File: config.mk
export PLATFORM = sky130hd
export DESIGN_NAME = gap_delimited_response_receiver
export DESIGN_NICKNAME = d
export VERILOG_FILES = /design/src/rtl/core/grdr_pkg.sv /design/src/rtl/core/grdr_queue.sv /design/src/rtl/core/grdr_front.sv /design/src/rtl/core/grdr_back.sv /design/src/rtl/core/gap_delimited_response_receiver.sv
export SDC_FILE = /design/constraint.sdc
export NUM_CORES = 1
export LEC_CHECK = 0
export ABC_AREA = 1
export BUFFER_PORTS_ARGS = -buffer_cell sky130_fd_sc_hd__buf_2
export CELL_PAD_IN_SITES_DETAIL_PLACEMENT = 1
export CELL_PAD_IN_SITES_GLOBAL_PLACEMENT = 2
export CORE_AREA = 4 4 231 233
export DETAILED_ROUTE_END_ITERATION = 8
export DIE_AREA = 0 0 235 237
export PLACE_DENSITY_LB_ADDON = 0.3
export SLEW_MARGIN = 20
export SYNTH_ARGS = -nofsm -noshare
export SYNTH_HDL_FRONTEND = slang
export SYNTH_SLANG_ARGS = --single-unit
File: constraint.sdc
create_clock -name clk -period 3.6 [get_ports clk]
set_input_delay 0.36 -clock clk [delete_from_list [all_inputs] [get_ports clk]]
set_output_delay 0.36 -clock clk [all_outputs]
set_load 0.01 [all_outputs]
File: src/rtl/core/grdr_pkg.sv
package grdr_pkg;

  localparam int FRAME_DEPTH = 32;
  localparam int ADDR_W      = $clog2(FRAME_DEPTH);
  localparam int CNT_W       = $clog2(FRAME_DEPTH + 1);
  localparam int EMIT_MAX    = (FRAME_DEPTH < 32) ? FRAME_DEPTH : 32;
  localparam int LEN_W       = 6;
  localparam int IDX_W       = 5;
  localparam int QUEUE_DEPTH = 2;
  localparam int Q_PTR_W     = $clog2(QUEUE_DEPTH);
  localparam int Q_CNT_W     = $clog2(QUEUE_DEPTH + 1);

  localparam logic [7:0]  FN_ANY         = 8'h00;
  localparam logic [7:0]  ACK_REJECT     = 8'hEE;
  localparam logic [7:0]  ACK_OK         = 8'h02;
  localparam logic [7:0]  ACK_COND       = 8'hE2;
  localparam logic [7:0]  RST_DEV_ADDR   = 8'd1;
  localparam logic [15:0] RST_TIMEOUT_MS = 16'd200;
  localparam logic [7:0]  RST_GAP_MS     = 8'd5;

  typedef enum logic [1:0] {
    OP_START = 2'd0,
    OP_BYTE  = 2'd1,
    OP_TICK  = 2'd2
  } opcode_t;

  typedef enum logic [1:0] {
    CFG_DEVICE_ADDRESS = 2'd0,
    CFG_RESPONSE_TIMEOUT = 2'd1,
    CFG_FRAME_GAP = 2'd2
  } cfg_reg_t;

  typedef enum logic [2:0] {
    ST_OK      = 3'd0,
    ST_COND    = 3'd1,
    ST_REJECT  = 3'd2,
    ST_FRAME   = 3'd3,
    ST_TIMEOUT = 3'd4
  } status_t;

  typedef enum logic [1:0] {
    B_IDLE,
    B_READ,
    B_LOAD,
    B_DRAIN
  } back_state_t;

  typedef struct packed {
    logic             timeout;
    logic [LEN_W-1:0] len;
    status_t          status;
  } job_t;

  typedef struct packed {
    logic              en;
    logic [ADDR_W-1:0] addr;
    logic [7:0]        data;
  } wr_t;

endpackage

File: src/rtl/core/grdr_queue.sv
module grdr_queue (
  input  logic          clk,
  input  logic          rst,
  input  logic          push,
  input  grdr_pkg::job_t push_job,
  input  logic          pop,
  output grdr_pkg::job_t head_job,
  output logic          full,
  output logic          empty
);
  import grdr_pkg::*;

  job_t               entries [QUEUE_DEPTH];
  logic [Q_PTR_W-1:0] wr_ptr;
  logic [Q_PTR_W-1:0] rd_ptr;
  logic [Q_CNT_W-1:0] count;

  assign full     = (count == Q_CNT_W'(QUEUE_DEPTH));
  assign empty    = (count == '0);
  assign head_job = entries[rd_ptr];

  always_ff @(posedge clk) begin
    if (rst) begin
      wr_ptr <= '0;
      rd_ptr <= '0;
      count  <= '0;
    end else begin
      if (push) begin
        wr_ptr <= (wr_ptr == Q_PTR_W'(QUEUE_DEPTH - 1)) ? '0 : wr_ptr + 1'b1;
      end
      if (pop) begin
        rd_ptr <= (rd_ptr == Q_PTR_W'(QUEUE_DEPTH - 1)) ? '0 : rd_ptr + 1'b1;
      end
      if (push && !pop) begin
        count <= count + 1'b1;
      end else if (pop && !push) begin
        count <= count - 1'b1;
      end
    end
  end

  always_ff @(posedge clk) begin
    if (push) begin
      entries[wr_ptr] <= push_job;
    end
  end

  a_no_overflow: assert property (@(posedge clk) disable iff (rst) push |-> !full)
    else $error("job pushed into full queue");
  a_no_underflow: assert property (@(posedge clk) disable iff (rst) pop |-> !empty)
    else $error("job popped from empty queue");

endmodule

File: src/rtl/core/grdr_front.sv
module grdr_front (
  input  logic           clk,
  input  logic           rst,
  input  logic           item_valid,
  output logic           item_stall,
  input  logic [1:0]     opcode,
  input  logic [7:0]     rx_byte,
  input  logic [7:0]     expected_function,
  input  logic           data_frame,
  input  logic [5:0]     min_length,
  input  logic [7:0]     device_address,
  input  logic [15:0]    response_timeout_ms,
  input  logic [7:0]     gap_limit,
  input  logic           q_full,
  input  logic           q_empty,
  input  logic           back_busy,
  output logic           push,
  output grdr_pkg::job_t push_job,
  output grdr_pkg::wr_t  wr
);
  import grdr_pkg::*;

  logic             waiting, waiting_next;
  logic             matched, matched_next;
  logic [CNT_W-1:0] count, count_next;
  logic [15:0]      elapsed, elapsed_next;
  logic [7:0]       idle, idle_next;
  logic [7:0]       want_fn;
  logic             want_data;
  logic [5:0]       want_min;
  logic [7:0]       b0, b0_next;
  logic [7:0]       b1, b1_next;
  logic [7:0]       b2, b2_next;
  logic             accept;
  logic             finish;
  logic [LEN_W-1:0] len;

  function automatic status_t judge(input logic [LEN_W-1:0] l, input logic [7:0] c1,
                                    input logic [7:0] c2, input logic data_rules,
                                    input logic [7:0] fn, input logic [5:0] min_l);
    logic long_enough;
    long_enough = (l >= LEN_W'(4));
    if (long_enough && c1 == FN_ANY && c2 == ACK_REJECT) begin
      return ST_REJECT;
    end
    if (data_rules) begin
      if (l < min_l || c1 != fn) begin
        return ST_FRAME;
      end
      return ST_OK;
    end
    if (long_enough && c2 == ACK_OK) begin
      return ST_OK;
    end
    if (long_enough && c2 == ACK_COND) begin
      return ST_COND;
    end
    return ST_FRAME;
  endfunction

  // bytes wait while the buffer is still being read out; every item waits while the job queue is full
  assign item_stall = q_full || (opcode == OP_BYTE && (!q_empty || back_busy));
  assign accept     = item_valid && !item_stall;

  always_comb begin
    waiting_next = waiting;
    matched_next = matched;
    count_next   = count;
    elapsed_next = elapsed;
    idle_next    = idle;
    b0_next      = b0;
    b1_next      = b1;
    b2_next      = b2;
    finish       = 1'b0;
    wr.en        = 1'b0;
    wr.addr      = count[ADDR_W-1:0];
    wr.data      = rx_byte;
    case (opcode)
      OP_START: begin
        waiting_next = 1'b1;
        matched_next = 1'b0;
        count_next   = '0;
        elapsed_next = '0;
        idle_next    = '0;
      end
      OP_BYTE: begin
        if (waiting) begin
          if (count < CNT_W'(FRAME_DEPTH)) begin
            wr.en      = accept;
            count_next = count + 1'b1;
            if (count == CNT_W'(0)) b0_next = rx_byte;
            if (count == CNT_W'(1)) b1_next = rx_byte;
            if (count == CNT_W'(2)) b2_next = rx_byte;
          end
          idle_next = '0;
          if (!matched && count_next >= CNT_W'(2) && b0_next == device_address &&
              (b1_next == want_fn || b1_next == FN_ANY)) begin
            matched_next = 1'b1;
          end
          finish = (count_next >= CNT_W'(FRAME_DEPTH));
        end
      end
      OP_TICK: begin
        if (waiting) begin
          if (elapsed != 16'hFFFF) elapsed_next = elapsed + 1'b1;
          if (matched && idle != 8'hFF) idle_next = idle + 1'b1;
          finish = (elapsed_next >= response_timeout_ms) ||
                   (matched && idle_next >= gap_limit);
        end
      end
      default: begin
      end
    endcase
    if (finish) begin
      waiting_next = 1'b0;
    end
    len = (count_next > CNT_W'(EMIT_MAX)) ? LEN_W'(EMIT_MAX) : LEN_W'(count_next);
    push_job.timeout = !matched_next;
    push_job.len     = len;
    push_job.status  = judge(len, b1_next, b2_next, want_data, want_fn, want_min);
    push             = accept && finish;
  end

  always_ff @(posedge clk) begin
    if (rst) begin
      waiting   <= 1'b0;
      matched   <= 1'b0;
      count     <= '0;
      elapsed   <= '0;
      idle      <= '0;
      want_fn   <= '0;
      want_data <= 1'b0;
      want_min  <= '0;
    end else if (accept) begin
      waiting <= waiting_next;
      matched <= matched_next;
      count   <= count_next;
      elapsed <= elapsed_next;
      idle    <= idle_next;
      if (opcode == OP_START) begin
        want_fn   <= expected_function;
        want_data <= data_frame;
        want_min  <= min_length;
      end
    end
  end

  always_ff @(posedge clk) begin
    if (accept) begin
      b0 <= b0_next;
      b1 <= b1_next;
      b2 <= b2_next;
    end
  end

endmodule

File: src/rtl/core/grdr_back.sv
module grdr_back (
  input  logic                  clk,
  input  logic                  rst,
  input  grdr_pkg::wr_t         wr,
  input  logic                  q_empty,
  input  grdr_pkg::job_t        head_job,
  output logic                  pop,
  output logic                  busy,
  output logic                  res_valid,
  input  logic                  res_stall,
  output logic [7:0]            res_data,
  output logic [4:0]            res_index,
  output logic [5:0]            res_len,
  output grdr_pkg::status_t     res_status,
  output logic                  res_last
);
  import grdr_pkg::*;

  back_state_t       state, state_next;
  logic [7:0]        mem [FRAME_DEPTH];
  logic [7:0]        rd_q;
  logic [ADDR_W-1:0] k;
  logic [LEN_W-1:0]  job_len;
  status_t           job_status;
  logic              res_take;

  assign busy     = (state != B_IDLE);
  assign res_take = res_valid && !res_stall;

  always_ff @(posedge clk) begin
    if (wr.en) begin
      mem[wr.addr] <= wr.data;
    end
    rd_q <= mem[k];
  end

  always_ff @(posedge clk) begin
    if (rst) begin
      state <= B_IDLE;
    end else begin
      state <= state_next;
    end
  end

  always_comb begin
    state_next = state;
    pop        = 1'b0;
    case (state)
      B_IDLE: begin
        if (!q_empty) begin
          pop        = 1'b1;
          state_next = head_job.timeout ? B_DRAIN : B_READ;
        end
      end
      B_READ: state_next = B_LOAD;
      B_LOAD: state_next = B_DRAIN;
      B_DRAIN: begin
        if (res_take) begin
          state_next = res_last ? B_IDLE : B_READ;
        end
      end
      default: state_next = B_IDLE;
    endcase
  end

  always_ff @(posedge clk) begin
    if (rst) begin
      res_valid <= 1'b0;
    end else if ((pop && head_job.timeout) || state == B_LOAD) begin
      res_valid <= 1'b1;
    end else if (res_take) begin
      res_valid <= 1'b0;
    end
  end

  always_ff @(posedge clk) begin
    if (pop) begin
      job_len    <= head_job.len;
      job_status <= head_job.status;
      k          <= '0;
      if (head_job.timeout) begin
        res_data   <= '0;
        res_index  <= '0;
        res_len    <= '0;
        res_status <= ST_TIMEOUT;
        res_last   <= 1'b1;
      end
    end
    if (state == B_LOAD) begin
      res_data   <= rd_q;
      res_index  <= IDX_W'(k);
      res_len    <= job_len;
      res_status <= job_status;
      res_last   <= (LEN_W'(k) + LEN_W'(1) == job_len);
    end
    if (state == B_DRAIN && res_take && !res_last) begin
      k <= k + 1'b1;
    end
  end

  a_valid_in_drain: assert property (@(posedge clk) disable iff (rst)
    res_valid |-> state == B_DRAIN)
    else $error("result shown outside drain state");
  a_last_ends_run: assert property (@(posedge clk) disable iff (rst)
    (res_take && res_last) |=> state == B_IDLE)
    else $error("run did not end after last word");
  a_load_shows: assert property (@(posedge clk) disable iff (rst)
    state == B_LOAD |=> res_valid)
    else $error("loaded byte not presented");

endmodule

File: src/rtl/core/gap_delimited_response_receiver.sv
// channel  | handshake             | word
// item     | item_valid/item_stall | opcode, rx_byte, expected_function, data_frame, min_length
// result   | res_valid/res_stall   | data_byte, byte_index, frame_length, status, last
// config   | cfg_valid/cfg_ready   | cfg_index, cfg_data
//
// Front takes one item per cycle unless stalled; a frame end queues a job (queue of 2).
// Back emits each byte word in steps (buffer read, load, present) and holds it
// while the result stalls; a timeout word appears in the cycle after the job is taken.
// Byte items stall while a queued or running frame is read from the buffer.
// Synchronous reset clears control state; the frame buffer is not cleared.
module gap_delimited_response_receiver (
  input  logic       clk,
  input  logic       rst,
  input  logic       item_valid,
  output logic       item_stall,
  input  logic [1:0] opcode,
  input  logic [7:0] rx_byte,
  input  logic [7:0] expected_function,
  input  logic       data_frame,
  input  logic [5:0] min_length,
  output logic       res_valid,
  input  logic       res_stall,
  output logic [7:0] data_byte,
  output logic [4:0] byte_index,
  output logic [5:0] frame_length,
  output logic [2:0] status,
  output logic       last,
  input  logic       cfg_valid,
  output logic       cfg_ready,
  input  logic [1:0] cfg_index,
  input  logic [15:0] cfg_data
);
  import grdr_pkg::*;

  logic [7:0]  device_address;
  logic [15:0] response_timeout_ms;
  logic [7:0]  gap_limit;
  logic        push;
  logic        pop;
  job_t        push_job;
  job_t        head_job;
  wr_t         wr;
  logic        q_full;
  logic        q_empty;
  logic        back_busy;
  status_t     res_status;

  assign cfg_ready = 1'b1;
  assign status    = res_status;

  always_ff @(posedge clk) begin
    if (rst) begin
      device_address      <= RST_DEV_ADDR;
      response_timeout_ms <= RST_TIMEOUT_MS;
      gap_limit           <= RST_GAP_MS;
    end else if (cfg_valid && cfg_ready) begin
      case (cfg_index)
        CFG_DEVICE_ADDRESS:   device_address      <= cfg_data[7:0];
        CFG_RESPONSE_TIMEOUT: response_timeout_ms <= cfg_data;
        CFG_FRAME_GAP:        gap_limit           <= cfg_data[7:0];
        default: begin
        end
      endcase
    end
  end

  grdr_front u_front (
    .clk                (clk),
    .rst                (rst),
    .item_valid         (item_valid),
    .item_stall         (item_stall),
    .opcode             (opcode),
    .rx_byte            (rx_byte),
    .expected_function  (expected_function),
    .data_frame         (data_frame),
    .min_length         (min_length),
    .device_address     (device_address),
    .response_timeout_ms(response_timeout_ms),
    .gap_limit          (gap_limit),
    .q_full             (q_full),
    .q_empty            (q_empty),
    .back_busy          (back_busy),
    .push               (push),
    .push_job           (push_job),
    .wr                 (wr)
  );

  grdr_queue u_queue (
    .clk     (clk),
    .rst     (rst),
    .push    (push),
    .push_job(push_job),
    .pop     (pop),
    .head_job(head_job),
    .full    (q_full),
    .empty   (q_empty)
  );

  grdr_back u_back (
    .clk       (clk),
    .rst       (rst),
    .wr        (wr),
    .q_empty   (q_empty),
    .head_job  (head_job),
    .pop       (pop),
    .busy      (back_busy),
    .res_valid (res_valid),
    .res_stall (res_stall),
    .res_data  (data_byte),
    .res_index (byte_index),
    .res_len   (frame_length),
    .res_status(res_status),
    .res_last  (last)
  );

endmodule
==> metrics <==
Main synth FF type edfxtp_1; VDD IR max 0.389 mV; share of layout cells above drive strength 1 0.151; first-pass GRT wire length 81500 um; crit-path max FO 4; die height 237 um; CTS root buffer clkbuf_16; Mapped Nets 1864; final hold violation count 0; Seq cells post-synth 429; commonest non-fill, non-tap cell in the layout edfxtp_1; DRC 0; Logic pwr share 0.237; synthesis-to-finish area growth 17.3%; Largest delay share family, worst path simple AND/OR/NAND/NOR gates; Avg Inst Size Synth 10.6 um^2; sw frac 0.320; number of global-route vias before repair 14000; H-tree lvl count 2; Hold Crit Class in -> reg; Relative slew margins 0.408; fin crit share 0.940; register area share after synthesis 0.636; critical path launch point type flop; commonest non-fill, non-tap cells in the layout 334 x edfxtp_1, 243 x nor2_1, 226 x nand2_1, 203 x o21ai_0, 156 x inv_1; unrepaired setup endpoints after global routing yes; fillers 5633; Gate Count Post-Synth 1772; Final nets 1993; Worst Path Buf+Inv 2; Core Util, Final 0.430; Antenna Cells 0; Clock Skew 0.0325 ns; met3 Track Usage GR 0.0257; pwr dens 647 nW/um^2; Final ANT Viol Nets 0; Post-Route WL 52700 um; first-pass detailed-route iteration total 5; number of port buffers 72; met1 usage in global routing 0.246; DP HPWL 35700 um; YS warnings 0; GP Congestion 0.800; slowest stage cell, crit path dfxtp_2; Least-Margin Pin Slew 0.885 ns; critical path data arrival time 3.86 ns; Pint 9.69 mW; TritonCTS clock tree yes; Sink Count 429; synth unique cells 53; met2 Usage GRT 0.319; CP Capture Type flop; post-route cell area 22000 um^2; power share of the clock group 0.342; DR iter-0 viols 832; async set-reset flop share out of synthesis 0; crit path time final 3.38 ns; total track usage 0.186; Net Switching 4.55 mW; drt wl/cell 20.2 um; status finished clean; vias per inst 5.14; initial antenna violation count 0; core box area 51200 um^2; kind of critical path reg -> reg; P_leak 8.13 nW; total negative setup slack 0 ns; count of final max-slew check failures 0; io pins 74; Vias 13400; Clock Tree Buf Depth 3; Reg clk slew, reported paths 0.06 ns; placed standard-cell area 20300 um^2; Die Wd 235 um; Post-Syn Area 18800 um^2; CP most frequent cell nand2_1; largest net degree at the start of global routing 134; part of the power in registers 0.421; die area 55700 um^2; Post-synth EDFFs 334; CP max stage delay 0.33 ns; busiest grt layer met2; max cap viols 0; later-pin clock latency in the skew report 0.61 ns; initial core utilization 0.366; GRT overflow 0; Setup Viol. Count Final 0; Rows 83; Num CTS Buffers 47; FMAX 296 MHz; WP data required 4.08 ns
==> cell type report <==
class                   instances  area [um^2]  share of cell area
flip-flops and latches        429        11900               0.542
repair buffers                163         1070              0.0487
well taps                     680          851              0.0387
multi-input cells            1087         5940               0.270
clock buffers                  61         1280              0.0581
inverters                     173          653              0.0297
clock inverters                22          272              0.0123
==> power by group through the flow <==
stage | Sequential, mW | Clock (mW) | Combinational (mW)
finish | 6.00 | 4.87 | 3.37
global route | 6.04 | 5.19 | 3.77
CTS | 6.01 | 5.00 | 3.42
detailed placement | 6.11 | 0 | 3.41
global placement | 6.09 | 0 | 3.33
floorplan | 6.07 | 0 | 2.09
==> registers in the layout, indices dropped and copies added (netlist names), 6 cells and up, named ones only <==
register / count
u_front.idle: 8
response_timeout_ms: 16
u_back.rd_q: 8
u_front.b1: 8
u_back.res_len: 6
u_front.b0: 8
u_queue.entries: 18
u_back.res_data: 8
u_front.b2: 8
u_front.want_min: 6
device_address: 8
u_back.job_len: 6
u_front.want_fn: 8
u_back.mem: 256
gap_limit: 8
u_front.count: 6
u_front.elapsed: 16
==> kinds of logic after synthesis <==
kind of cell | synth area share
multiplexers | 0.00534
flip-flops | 0.636
XOR/XNOR | 0.0182
AND/OR/NAND/NOR | 0.124
AO/OA/AOI/OAI | 0.134
other | 0.000200
adder cells (fa/ha/maj) | 0.0293
buffers and inverters | 0.0527
==> worst reg2reg max path, delay by kind of cell, from the launching register on <==
family                     cells  cell delay (ns)
and+or+nand+nor               13             1.22
adders and majority gates      3             0.72
AOI/OAI and AO/OA              6             0.64
DFF                            1             0.33
xor gates and xnor gates       1             0.21
buffers and inverters          2             0.13
==> repair_timing <==
| item | CTS | global route |
|---|---|---|
| buffers inserted | 0 | 3 |
| hold buffers | 1 | 0 |
| endpoints found under the hold margin | 1 | 0 |
| gates resized for setup | 3 | 21 |
| gates cloned | 0 | 0 |
| endpoints found under the setup margin | 1 | 20 |
| pin swaps | 1 | 3 |
==> cell usage after synthesis, types with 2 or more instances <==
cell      instances  area (um^2)
edfxtp_1        334        10000
nor2_1          245          920
nand2_1         227          852
o21ai_0         207         1040
inv_1           160          601
dfxtp_1          95         1900
a21oi_1          90          450
clkbuf_1         71          267
o221ai_1         52          455
ha_1             44          551
nand3_1          44          220
xor2_1           31          272
nand4_1          19          119
o21ai_1          19         95.1
nor3_1           15         75.1
o22ai_1          13         81.3
inv_2            10         37.5
o21ai_2          10         87.6
a31oi_1           8         50.1
mux2_2            8         90.1
xnor2_1           8         70.1
a32oi_1           7         61.3
o211ai_1          7         52.6
buf_2             5         25.0
o21a_1            4         30.0
a22oi_1           3         22.5
buf_1             3         11.3
buf_4             3         22.5
a211oi_1          2         15.0
clkinv_1          2         7.51
nor4_1            2         12.5
o21bai_1          2         15.0
or2_2             2         12.5
==> final timing paths <==
kind	start	to	slack (ns)	cells past startpoint
hold reg to reg	response_timeout_ms[9]	response_timeout_ms[9]	0.46	2
setup reg to reg	u_front.idle[1]	u_queue.count[1]	0.22	25
setup / recovery	u_front.idle[1]	u_queue.count[1]	0.22	25
hold / removal	min_length[2]	u_front.want_min[2]	0.05	3
==> metal layers <==
metal,vias up,routed length [um]
met5,-,0
met4,0,1430
met3,83,1850
met2,213,25700
met1,6671,23700
li1,6467,-
==> metrics by stage <==
step	hold slack (ns)	instances	setup WS [ns]	total power, mW
6_report	0.0542	2615	0.218	14.2
5_1_grt	0.0643	2615	-0.0626	15.0
4_1_cts	0.0134	2612	0.00117	14.4
3_5_place_dp	0.459	2528	-0.119	9.52
3_3_place_gp	0.438	2528	0.0853	9.42
2_1_floorplan	0.426	1772	0.284	8.17
(Power assumes the default switching activity.)
